$ cat src/design/irm_pkg.sv
// Shared constants, types and control codes of the interface rate meter.
package irm_pkg;

    // Number of interface entries in the sample store.
    localparam int NUM_PORTS = 32;
    localparam int PORT_AW   = (NUM_PORTS > 1) ? $clog2(NUM_PORTS) : 1;
    localparam int PORT_W    = 5;

    // Counter and rate word widths.
    localparam int WORD_W = 64;
    localparam int OVH_W  = 8;
    localparam int IVL_W  = 12;

    // Digit-serial datapath: byte digits for add and multiply passes.
    localparam int DIG_W      = 8;
    localparam int DIGITS     = WORD_W / DIG_W;
    localparam int WRAP_DIGIT = 32 / DIG_W;
    localparam int PROD_W     = DIG_W + 1 + OVH_W;
    localparam int CARRY_W    = 10;
    localparam int ACC_W      = DIG_W + CARRY_W;

    // Divider: quotient bits produced per cycle.
    localparam int DIV_BITS  = 2;
    localparam int DIV_STEPS = WORD_W / DIV_BITS;

    // Step counter covers the longest pass.
    localparam int CNT_W = $clog2(DIV_STEPS);

    // Configuration register indexes and reset values.
    localparam int CFG_AW = 2;
    localparam logic [CFG_AW-1:0] REG_OVERHEAD = 2'd0;
    localparam logic [CFG_AW-1:0] REG_INTERVAL = 2'd1;
    localparam logic [OVH_W-1:0]  OVERHEAD_RST = 8'd24;
    localparam logic [IVL_W-1:0]  INTERVAL_RST = 12'd3;

    // One stored sample of an interface.
    typedef struct packed {
        logic [WORD_W-1:0] rx_bytes;
        logic [WORD_W-1:0] rx_packets;
        logic [WORD_W-1:0] tx_bytes;
        logic [WORD_W-1:0] tx_packets;
    } sample_t;

    // Pass controls from the sequencer to each direction lane.
    typedef struct packed {
        logic load_cur;
        logic load_old;
        logic sub_en;
        logic mul_en;
        logic div_en;
        logic wrap_dig;
    } lane_ctl_t;

endpackage

$ cat src/design/irm_lane.sv
// One direction of the rate datapath: serial subtract, multiply-add and divide.
module irm_lane (
    input  logic                          clk,
    input  irm_pkg::lane_ctl_t            ctl,
    input  logic [irm_pkg::WORD_W-1:0]    cur_bytes,
    input  logic [irm_pkg::WORD_W-1:0]    cur_packets,
    input  logic [irm_pkg::WORD_W-1:0]    old_bytes,
    input  logic [irm_pkg::WORD_W-1:0]    old_packets,
    input  logic signed [irm_pkg::OVH_W-1:0] overhead,
    input  logic [irm_pkg::IVL_W-1:0]     divisor,
    output logic [irm_pkg::WORD_W-1:0]    pkt_word,
    output logic [irm_pkg::WORD_W-1:0]    byte_word
);
    import irm_pkg::*;

    logic [WORD_W-1:0]        pkt_reg;
    logic [WORD_W-1:0]        byte_reg;
    logic [WORD_W-1:0]        old_pkt_reg;
    logic [WORD_W-1:0]        old_byte_reg;
    logic                     bor_p_reg;
    logic                     bor_b_reg;
    logic                     c1_reg;
    logic [CARRY_W-1:0]       c2_reg;
    logic [IVL_W-1:0]         rem_reg;

    logic [DIG_W:0]           sub_p;
    logic [DIG_W:0]           sub_b;
    logic [DIG_W:0]           pinc;
    logic signed [PROD_W-1:0] prod;
    logic [ACC_W-1:0]         acc;
    logic [IVL_W-1:0]         rem_next;
    logic [IVL_W-1:0]         rem_tmp;
    logic [IVL_W:0]           rem_sh;
    logic [DIV_BITS-1:0]      quo_bits;

    // Subtract pass: one byte digit of each delta per cycle, borrow carried.
    always_comb
    begin
        sub_p = {1'b0, pkt_reg[DIG_W-1:0]} - {1'b0, old_pkt_reg[DIG_W-1:0]}
              - (DIG_W+1)'(bor_p_reg);
        sub_b = {1'b0, byte_reg[DIG_W-1:0]} - {1'b0, old_byte_reg[DIG_W-1:0]}
              - (DIG_W+1)'(bor_b_reg);
    end

    // Multiply-add pass: apply the wrap fix to both deltas and form
    // packets times the signed overhead plus bytes, one digit per cycle.
    always_comb
    begin
        pinc = {1'b0, pkt_reg[DIG_W-1:0]} + (DIG_W+1)'(ctl.wrap_dig & bor_p_reg)
             + (DIG_W+1)'(c1_reg);
        prod = PROD_W'($signed({1'b0, pinc[DIG_W-1:0]})) * PROD_W'(overhead);
        acc  = {{(ACC_W-PROD_W){prod[PROD_W-1]}}, prod}
             + ACC_W'(byte_reg[DIG_W-1:0])
             + ACC_W'(ctl.wrap_dig & bor_b_reg)
             + {{DIG_W{c2_reg[CARRY_W-1]}}, c2_reg};
    end

    // Divide pass: restoring division, two quotient bits per cycle.
    always_comb
    begin
        rem_tmp  = rem_reg;
        quo_bits = '0;
        rem_sh   = '0;
        for (int k = 0; k < DIV_BITS; k++)
        begin
            rem_sh = {rem_tmp, byte_reg[WORD_W-1-k]};
            if (rem_sh >= {1'b0, divisor})
            begin
                rem_sh = rem_sh - {1'b0, divisor};
                quo_bits[DIV_BITS-1-k] = 1'b1;
            end
            rem_tmp = rem_sh[IVL_W-1:0];
        end
        rem_next = rem_tmp;
    end

    // Shift registers: the count words are reused for deltas and quotient.
    always_ff @(posedge clk)
    begin
        if (ctl.load_cur)
        begin
            pkt_reg  <= cur_packets;
            byte_reg <= cur_bytes;
        end
        else if (ctl.load_old)
        begin
            old_pkt_reg  <= old_packets;
            old_byte_reg <= old_bytes;
            bor_p_reg    <= 1'b0;
            bor_b_reg    <= 1'b0;
            c1_reg       <= 1'b0;
            c2_reg       <= '0;
            rem_reg      <= '0;
        end
        else if (ctl.sub_en)
        begin
            pkt_reg      <= {sub_p[DIG_W-1:0], pkt_reg[WORD_W-1:DIG_W]};
            byte_reg     <= {sub_b[DIG_W-1:0], byte_reg[WORD_W-1:DIG_W]};
            old_pkt_reg  <= {{DIG_W{1'b0}}, old_pkt_reg[WORD_W-1:DIG_W]};
            old_byte_reg <= {{DIG_W{1'b0}}, old_byte_reg[WORD_W-1:DIG_W]};
            bor_p_reg    <= sub_p[DIG_W];
            bor_b_reg    <= sub_b[DIG_W];
        end
        else if (ctl.mul_en)
        begin
            pkt_reg  <= {pinc[DIG_W-1:0], pkt_reg[WORD_W-1:DIG_W]};
            byte_reg <= {acc[DIG_W-1:0], byte_reg[WORD_W-1:DIG_W]};
            c1_reg   <= pinc[DIG_W];
            c2_reg   <= acc[ACC_W-1:DIG_W];
        end
        else if (ctl.div_en)
        begin
            byte_reg <= {byte_reg[WORD_W-1-DIV_BITS:0], quo_bits};
            rem_reg  <= rem_next;
        end
    end

    assign pkt_word  = pkt_reg;
    assign byte_word = byte_reg;

endmodule

$ cat config.mk
export PLATFORM = sky130hd
export DESIGN_NAME = irm_lane
export DESIGN_NICKNAME = d
export VERILOG_FILES = /design/src/design/irm_pkg.sv /design/src/design/irm_lane.sv
export SDC_FILE = /design/constraint.sdc
export NUM_CORES = 1
export LEC_CHECK = 0
export ABC_CLOCK_PERIOD_IN_PS = 8710
export BUFFER_PORTS_ARGS = -buffer_cell sky130_fd_sc_hd__buf_2
export CAP_MARGIN = 10
export CORE_ASPECT_RATIO = 0.5
export CORE_UTILIZATION = 30
export CTS_CLUSTER_DIAMETER = 80
export DETAILED_ROUTE_END_ITERATION = 12
export GPL_ROUTABILITY_DRIVEN = 0
export PLACE_DENSITY = 0.48
export SLEW_MARGIN = 20
export SYNTH_ARGS = -nofsm -noshare
export SYNTH_HDL_FRONTEND = slang
export SYNTH_SLANG_ARGS = --single-unit
$ cat constraint.sdc
create_clock -name clk -period 8.71 [get_ports clk]
set_input_delay 0.871 -clock clk [delete_from_list [all_inputs] [get_ports clk]]
set_output_delay 0.871 -clock clk [all_outputs]
set_load 0.02 [all_outputs]
# Word level (Yosys, flattened, before mapping)
# Cells that the tools add are included.
# Widths: inputs -> output; s select.
[word_totals]
regBits = 281
inputBits = 283
out_inout_bits = 128
word_cells = 65
[op_classes]
add_sub_neg = 11
n_mul = 1
n_lt_le_gt_ge = 2
n_eq_ne = 3
n_mux = 26
bitwise_logic = 3
n_reduce_logical = 10
[ops]
columns = ["operator", "count"]
rows = [
  ["$mux 64", 13],
  ["$mux 12", 5],
  ["$ge 13x12->1", 2],
  ["$sub 12x12->12", 2],
  ["$mux 10", 2],
  ["$add 17x9->18", 1],
  ["$add 18x1->18", 1],
  ["$add 18x18->18", 1],
  ["$sub 8x8->9", 2],
  ["$sub 9x1->9", 2],
  ["$mul 9x8->17", 1],
  ["$add 8x1->9", 1],
  ["$add 9x1->9", 1],
  ["$mux 1", 6],
  ["$ne 2x1->1 const B", 3],
  ["$reduce_and 2->1", 3],
  ["$reduce_bool 2->1", 3],
  ["$reduce_and 4->1", 1],
  ["$reduce_bool 4->1", 1],
  ["$reduce_and 3->1", 1],
  ["$reduce_bool 3->1", 1],
  ["$and 1x1->1", 2],
  ["$not 1->1", 1],
]

# Logic depth before layout (Yosys ltp)
# Gate-level depths: netlist of the first run.
[depth]
depth_word = 11
mapped_depth = 25
depth_no_buf = 25

# Worst setup path after synthesis of the first run
# Ideal clock, no wire load.
[synth_timing]
path_kind = "input port to flip-flop"
start = "in ctl[5] (netlist name)"
end = "reg bor_b_reg (enable)"
setup_ps = 620
arrival_time_ps = 7124
required_time_ps = 8090
path_slack_ps = 965
path_stages = 5
path_buffers = 4
path_cell_list = "clkbuf_1 -> clkbuf_1 -> clkbuf_1 -> clkbuf_1 -> nor2_1"
[synth_between]
elab_chain_len = 2
[synth_lines]
columns = ["element", "line", "text"]
rows = [
  ["start, declared", "irm_lane.sv:4", "input irm_pkg::lane_ctl_t ctl,"],
  ["$not 1->1 (no line)", "n/a", ""],
  ["$reduce_and 2->1 (no line)", "n/a", ""],
  ["end signal, assigned", "irm_lane.sv:102", "bor_b_reg <= sub_b[DIG_W];"],
  ["end, declared", "irm_lane.sv:21", "logic bor_b_reg;"],
]
# No other way between the ends.
# A chain may end at the register's enable or synchronous reset.

# Final worst setup path of the first run
[layout_timing]
start = "reg pkt_reg[0], in the netlist pkt_word[0]"
end = "reg c2_reg[3] (data pin)"
[layout_between]
elab_chain_len = 8
[layout_lines]
columns = ["element", "line", "text"]
rows = [
  ["start, declared", "irm_lane.sv:16", "logic [WORD_W-1:0] pkt_reg;"],
  ["start signal, assigned", "irm_lane.sv:82", "pkt_reg <= cur_packets;"],
  ["start signal, assigned", "irm_lane.sv:97", "pkt_reg <= {sub_p[DIG_W-1:0], pkt_reg[WORD_W-1:DIG_W]};"],
  ["start signal, assigned", "irm_lane.sv:106", "pkt_reg <= {pinc[DIG_W-1:0], pkt_reg[WORD_W-1:DIG_W]};"],
  ["$add 8x1->9", "irm_lane.sv:49", "pinc = {1'b0, pkt_reg[DIG_W-1:0]} + (DIG_W+1)'(ctl.wrap_dig & bor_p_reg)"],
  ["$add 9x1->9", "irm_lane.sv:50", "+ (DIG_W+1)'(c1_reg);"],
  ["$mul 9x8->17", "irm_lane.sv:51", "prod = PROD_W'($signed({1'b0, pinc[DIG_W-1:0]})) * PROD_W'(overhead);"],
  ["$add 17x9->18", "irm_lane.sv:53", "+ ACC_W'(byte_reg[DIG_W-1:0])"],
  ["$add 18x1->18", "irm_lane.sv:54", "+ ACC_W'(ctl.wrap_dig & bor_b_reg)"],
  ["$add 18x18->18", "irm_lane.sv:55", "+ {{DIG_W{c2_reg[CARRY_W-1]}}, c2_reg};"],
  ["$mux 10", "irm_lane.sv:104", "else if (ctl.mul_en)"],
  ["$mux 10", "irm_lane.sv:95", "else if (ctl.sub_en)"],
  ["end signal, assigned", "irm_lane.sv:109", "c2_reg <= acc[ACC_W-1:DIG_W];"],
  ["end, declared", "irm_lane.sv:23", "logic [CARRY_W-1:0] c2_reg;"],
]
# No other way between the ends. The select of a mux whose other input is x is not followed.

==> flow_metrics.tcl, run 1 <==
set metrics [dict create \
    critPathMaxFanout 9 \
    rows 62 \
    wl_per_cell_um 18.9 \
    rsz0062_at_grt "no" \
    grt_pass1_wl_um 76300 \
    fp.dieW_um 347 \
    grt_pass1_vias 12700 \
    syn_nets 1946 \
    worstSkewPairLatency_ps 610 \
    cts.clk_slew.worst_paths_ps 70 \
    layout.cells.non_filler 2688 \
    vias 12500 \
    setup_violations 0 \
    clock_path_buffers 3 \
    drv_cap 0 \
    ir_drop_mv 0.288 \
    cp_data_arrival_time_ps 7010 \
    viasPerCell 4.64 \
    ys_warn_count 0 \
    seq_area_frac_synth_pct 47.3 \
    yosysUniqueCellTypes 61 \
    cp-startpoint "pkt_word[0]" \
    worstHoldPathCells 1 \
    maxSlewHeadroom_pct 33.2 \
    n_fill_cell 5828 \
    drive_above_1_share_pct 34.8 \
    reg2reg_from "pkt_word[0]" \
    cp.required_ps 9090 \
    end_kind "flop" \
    cts_tree "built" \
    grt.total_usage_pct 16.4 \
    dr.first_iter.drc_count 704 \
    drcViolationCount 0 \
    worst-r2r-cell-count 18 \
    synth-edff-count 281 \
    wl_um 50700 \
    worstMarginPinSlew_ps 1000 \
    ys_ff_latch 281 \
    crit_end "c2_reg[3]" \
    die_h_um 174 \
    post-route-period-util_pct 76.1 \
    area_delta_synth_final_pct 21.9 \
    cp-start-kind "flop" \
    synth_area_per_cell_um2 12.0 \
    cts_root_buf "clkbuf_16" \
    period_minus_slack_ps 6630 \
    start_util_pct 30.8 \
    synth_area_um2 17800 \
    reg2reg_to "c2_reg[3]" \
    postRouteAntennaNets 0 \
    maxSlewViolCount 0 \
    synthCells 1491 \
    antenna_found_initial 11 \
    cts.sinks 281 \
    post_cts_buffers 0 \
    synth_top_area_share_pct 47.3 \
    cts_max_level 1 \
    synth_area_leaders "edfxtp_1 (47%), mux2_2 (11%), ha_1 (7.4%)" \
    hold_buffers 0 \
    r2r_slack_ps 2080 \
    status "complete, no violations" \
    dp_cells 2623 \
    postCtsResizedCells 0 \
    grt-ovfl-total 0 \
    async_flop_share_pct 0 \
    design.core.area_um2 58000 \
    hold_path_class "flop to flop" \
    powerDensity_nw_per_um2 321 \
    hpwl_um 38400 \
    synth_ff_type "edfxtp_1" \
    p_leak_nw 9.26 \
    cts-buffers-inserted 31 \
    io_buffer_count 410 \
    grt_max_degree 112 \
    tns_ps 0 \
    io_pins 411 \
    dieArea_um2 60500 \
    critPathKind "flop to flop" \
    yosys.area.top_type "edfxtp_1" \
    fin_skew_ps 20.1 \
    first_pass_iters 5 \
    finalHoldViolCount 0 \
    nets 2343 \
    fmax_mhz 151 \
]
[cells in the mapped netlist (all sizes together) (10+ instances only)]
library cell  count
a211oi           12
a21o             14
a21oi            60
and2             44
buf              14
clkbuf           45
edfxtp          281
fa               66
ha              106
inv             159
mux2            179
mux2i            62
nand2           111
nand3            18
nor2             52
nor2b            11
nor3             16
o21a             10
o21ai            93
o21bai           10
xnor2            27
xor2             18
[report_power, final]
part | internal [mW] | total (mW) | switching (mW) | leakage, nW
registers | 1.77 | 1.90 | 0.128 | 2.77
clock network | 0.685 | 1.28 | 0.593 | 0.460
logic | 1.61 | 3.81 | 2.19 | 6.03
[critical path, stage by stage, from the launching register on]
cell	delay [ps]
edfxtp_1	520
fa_1	520
ha_1	230
xor2_1	750
nand2_1	180
fa_1	530
fa_1	490
inv_1	50
fa_1	470
fa_1	490
inv_1	50
fa_1	480
inv_1	50
ha_1	350
a21o_1	220
a31o_2	210
a21oi_1	320
nor2b_1	90
a2111oi_0	410
[layout by cell type (no fill, tap or decap), types with 48 or more instances in the layout]
master	synthesis	final
mux2i_1	62	62
edfxtp_1	281	281
mux2_2	179	179
fa_1	66	66
o21ai_0	91	91
nand2_1	110	110
ha_1	106	106
inv_1	159	159
a21oi_1	60	60
nor2_1	52	48
buf_2	2	408
[kinds of logic (layout without fill, tap and decap cells)]
logic type | after synthesis | in the layout | share of synthesized area (%)
buffers and inverters | 219 | 638 | 4.66
adders and majority gates | 172 | 172 | 14.8
AOI/OAI and AO/OA | 241 | 241 | 8.30
muxes | 241 | 241 | 14.8
and+or+nand+nor | 292 | 292 | 7.92
other | 0 | 10 | 0
DFF | 281 | 281 | 47.3
xor gates and xnor gates | 45 | 45 | 2.21
[layer usage]
metal	GRT usage [%]	wire, µm
met2	29.1	26200
met4	4.35	973
met1	20.9	22200
met5	0	0
met3	2.33	1400
[how the worst min path moves through the flow]
stage / endpoint / slack (ps) / from
finish: old_byte_reg[13] / 530 / old_byte_reg[21]
global route: old_pkt_reg[61] / 520 / old_packets[61]
CTS: byte_word[58] / 490 / cur_bytes[58]
detailed placement: old_byte_reg[19] / 530 / old_byte_reg[27]
global placement: old_pkt_reg[41] / 530 / old_pkt_reg[49]
floorplan: old_pkt_reg[55] / 520 / old_pkt_reg[63]
[stage by stage]
stage                     cell area, µm²  total power [mW]  hold slack [ps]  setup WS [ps]  utilization (%)
after floorplan                    17800              4.74              525            965                -
after global placement             20800              5.73              529           1640             35.8
after detailed placement           20800              5.74              532           1530             35.8
after CTS                          21700              7.07              490           2030             37.4
after global routing               21700              7.59              518           1800             37.5
final                              21700              6.98              532           2080             37.5
[cell type report]
cell class	instances	area, µm²	area share (%)
clock inverters	19	146	0.673
clock buffers	36	795	3.65
multi-input cells	991	8620	39.6
repair buffers	423	2160	9.94
well taps	768	961	4.42
flip-flops and latches	281	8440	38.8
diodes	10	25.0	0.115
inverters	160	601	2.76
(Power assumes the default switching activity.)
==> inputs of run 2 (changes only) <==
- ABC_CLOCK_PERIOD_IN_PS: 8710 -> 5900
- PLACE_DENSITY: 0.48 -> 0.49
- clock period: 8.71 -> 5.9 ns (I/O delays scaled with it)
==> run 2 against run 1 <==
Compared with the run above:
- clock skew is 7.8 ps lower
- critical path depth is 5 higher
- critical path type unchanged
- largest power group unchanged
- flip-flop and latch count is the same
==> flow_metrics.tcl, run 2 (synthesis results as in run 1) <==
set metrics [dict create \
    drive_above_1_share_pct 38.6 \
    first_pass_iters 5 \
    clock_path_buffers 3 \
    area_delta_synth_final_pct 25.8 \
    combPwrFrac_pct 61.1 \
    hpwl_um 39600 \
    start_util_pct 30.8 \
    cts_root_buf "clkbuf_16" \
    maxSlewViolCount 0 \
    postRouteAntennaNets 0 \
    cts_max_level 1 \
    finalHoldViolCount 0 \
    powerDensity_nw_per_um2 541 \
    cp-start-kind "flop" \
    ir_drop_mv 0.635 \
    hold_path_class "primary input to flop" \
    io_pins 411 \
    post-route-period-util_pct 99.9 \
    hold_buffers 0 \
    cts.sinks 281 \
    grt.total_usage_pct 16.6 \
    switchingPower_mw 4.98 \
    cts-buffers-inserted 30 \
    seqPwrFrac_pct 23.1 \
    worstMarginPinSlew_ps 1060 \
    fin_util_pct 38.7 \
    nets 2392 \
    die_h_um 174 \
    dieArea_um2 60500 \
    worstSkewPairLatency_ps 590 \
    pre_cts_ws_ps -425 \
    most-common-layout-cells "buf_2 (408), edfxtp_1 (281), mux2_2 (177)" \
    grt_max_degree 105 \
    critPathKind "flop to flop" \
    fin_ws_ps 6.99 \
    status "complete, no violations" \
    rows 62 \
    cts.clk_slew.worst_paths_ps 70 \
    p_leak_nw 9.58 \
    grt-ovfl-total 0 \
    n_fill_cell 5769 \
    critPathMaxFanout 4 \
    power.total_mw 12.1 \
    end_kind "flop" \
    fp.dieW_um 347 \
    wl_per_cell_um 18.8 \
    drcViolationCount 0 \
    vias 12700 \
    io_buffer_count 410 \
    switching_share_pct 41.0 \
    grt_pass1_vias 13100 \
    fin_skew_ps 12.3 \
    fmax_mhz 170 \
    power.internal_mw 7.15 \
    dr.first_iter.drc_count 827 \
    p_clk_share_pct 15.9 \
    antenna_found_initial 9 \
    maxSlewHeadroom_pct 29.6 \
    cts_tree "built" \
    rsz0062_at_grt "yes" \
    drv_cap 0 \
    cp.required_ps 6280 \
    cp_data_arrival_time_ps 6270 \
    period_minus_slack_ps 5890 \
    wl_um 51400 \
    viasPerCell 4.64 \
    layout_commonest_cell "buf_2" \
    design.core.area_um2 58000 \
    setup_violations 0 \
    grt_pass1_wl_um 77500 \
]
## run 2: area by class of cell
type	count	area [µm²]	share of cell area, %
multi-input combinational	991	8870	39.5
clock buffer	34	766	3.41
antenna	7	17.5	0.0781
timing repair buffer	473	2580	11.5
inverter	160	601	2.68
clock inverter	20	208	0.925
sequential	281	8440	37.6
tap	768	961	4.28
## run 2: power groups by stage
stage / clock [mW] / sequential, mW / combinational, mW
finish: 1.93 / 2.80 / 7.41
global route: 2.06 / 2.83 / 8.22
CTS: 1.99 / 2.80 / 6.60
detailed placement: 0 / 2.84 / 6.52
global placement: 0 / 2.84 / 6.48
floorplan: 0 / 2.92 / 4.26
## run 2: repair_timing
item	CTS	global route
resized for setup	4	40
endpoints found under the setup margin	10	12
pin swaps	5	30
hold endpoints to repair	0	0
setup buffers	1	6
## run 2: critical path, stage by stage, from the launching register on
cell and delay, ps:
edfxtp_1 400, and2_4 160, fa_2 400, ha_4 190
nand3_4 90, nor3_4 60, xnor2_2 270, nand2_1 120
fa_1 510, inv_1 50, fa_1 470, inv_1 50
fa_1 490, inv_2 40, fa_1 530, inv_2 40
fa_1 490, inv_2 50, ha_4 160, a21o_1 220
a31o_4 240, a21oi_4 190, nor2b_1 70, a2111oi_1 390
## run 2: path summary, 6_finish.rpt
| check | from | end | slack (ps) | cells after the start |
|---|---|---|---|---|
| worst max register to register | bor_p_reg | c2_reg[3] | 7 | 23 |
| worst min register to register | old_byte_reg[11] | old_byte_reg[3] | 540 | 1 |
| worst max-delay path | bor_p_reg | c2_reg[3] | 7 | 23 |
| worst min-delay path | old_packets[57] | old_pkt_reg[57] | 270 | 2 |
## run 2: stage by stage
step                TNS, ps  cells  hold WS (ps)  cell area [µm²]
global placement      -3320   2666           528            21200
floorplan             -1.13   1491           525            17900
global route          -1470   2733           239            22400
detailed placement    -3750   2666           532            21200
finish                    0   2734           274            22400
CTS                       0   2721           232            22200
## run 2: routing by layer
layer  vias up  global-route usage [%]  wire (µm)
met5         -                       0          0
met4         0                    3.12        725
li1       6242                       -          -
met3        59                    2.19       1320
met1      6241                    21.1      22200
met2       142                    30.3      27200
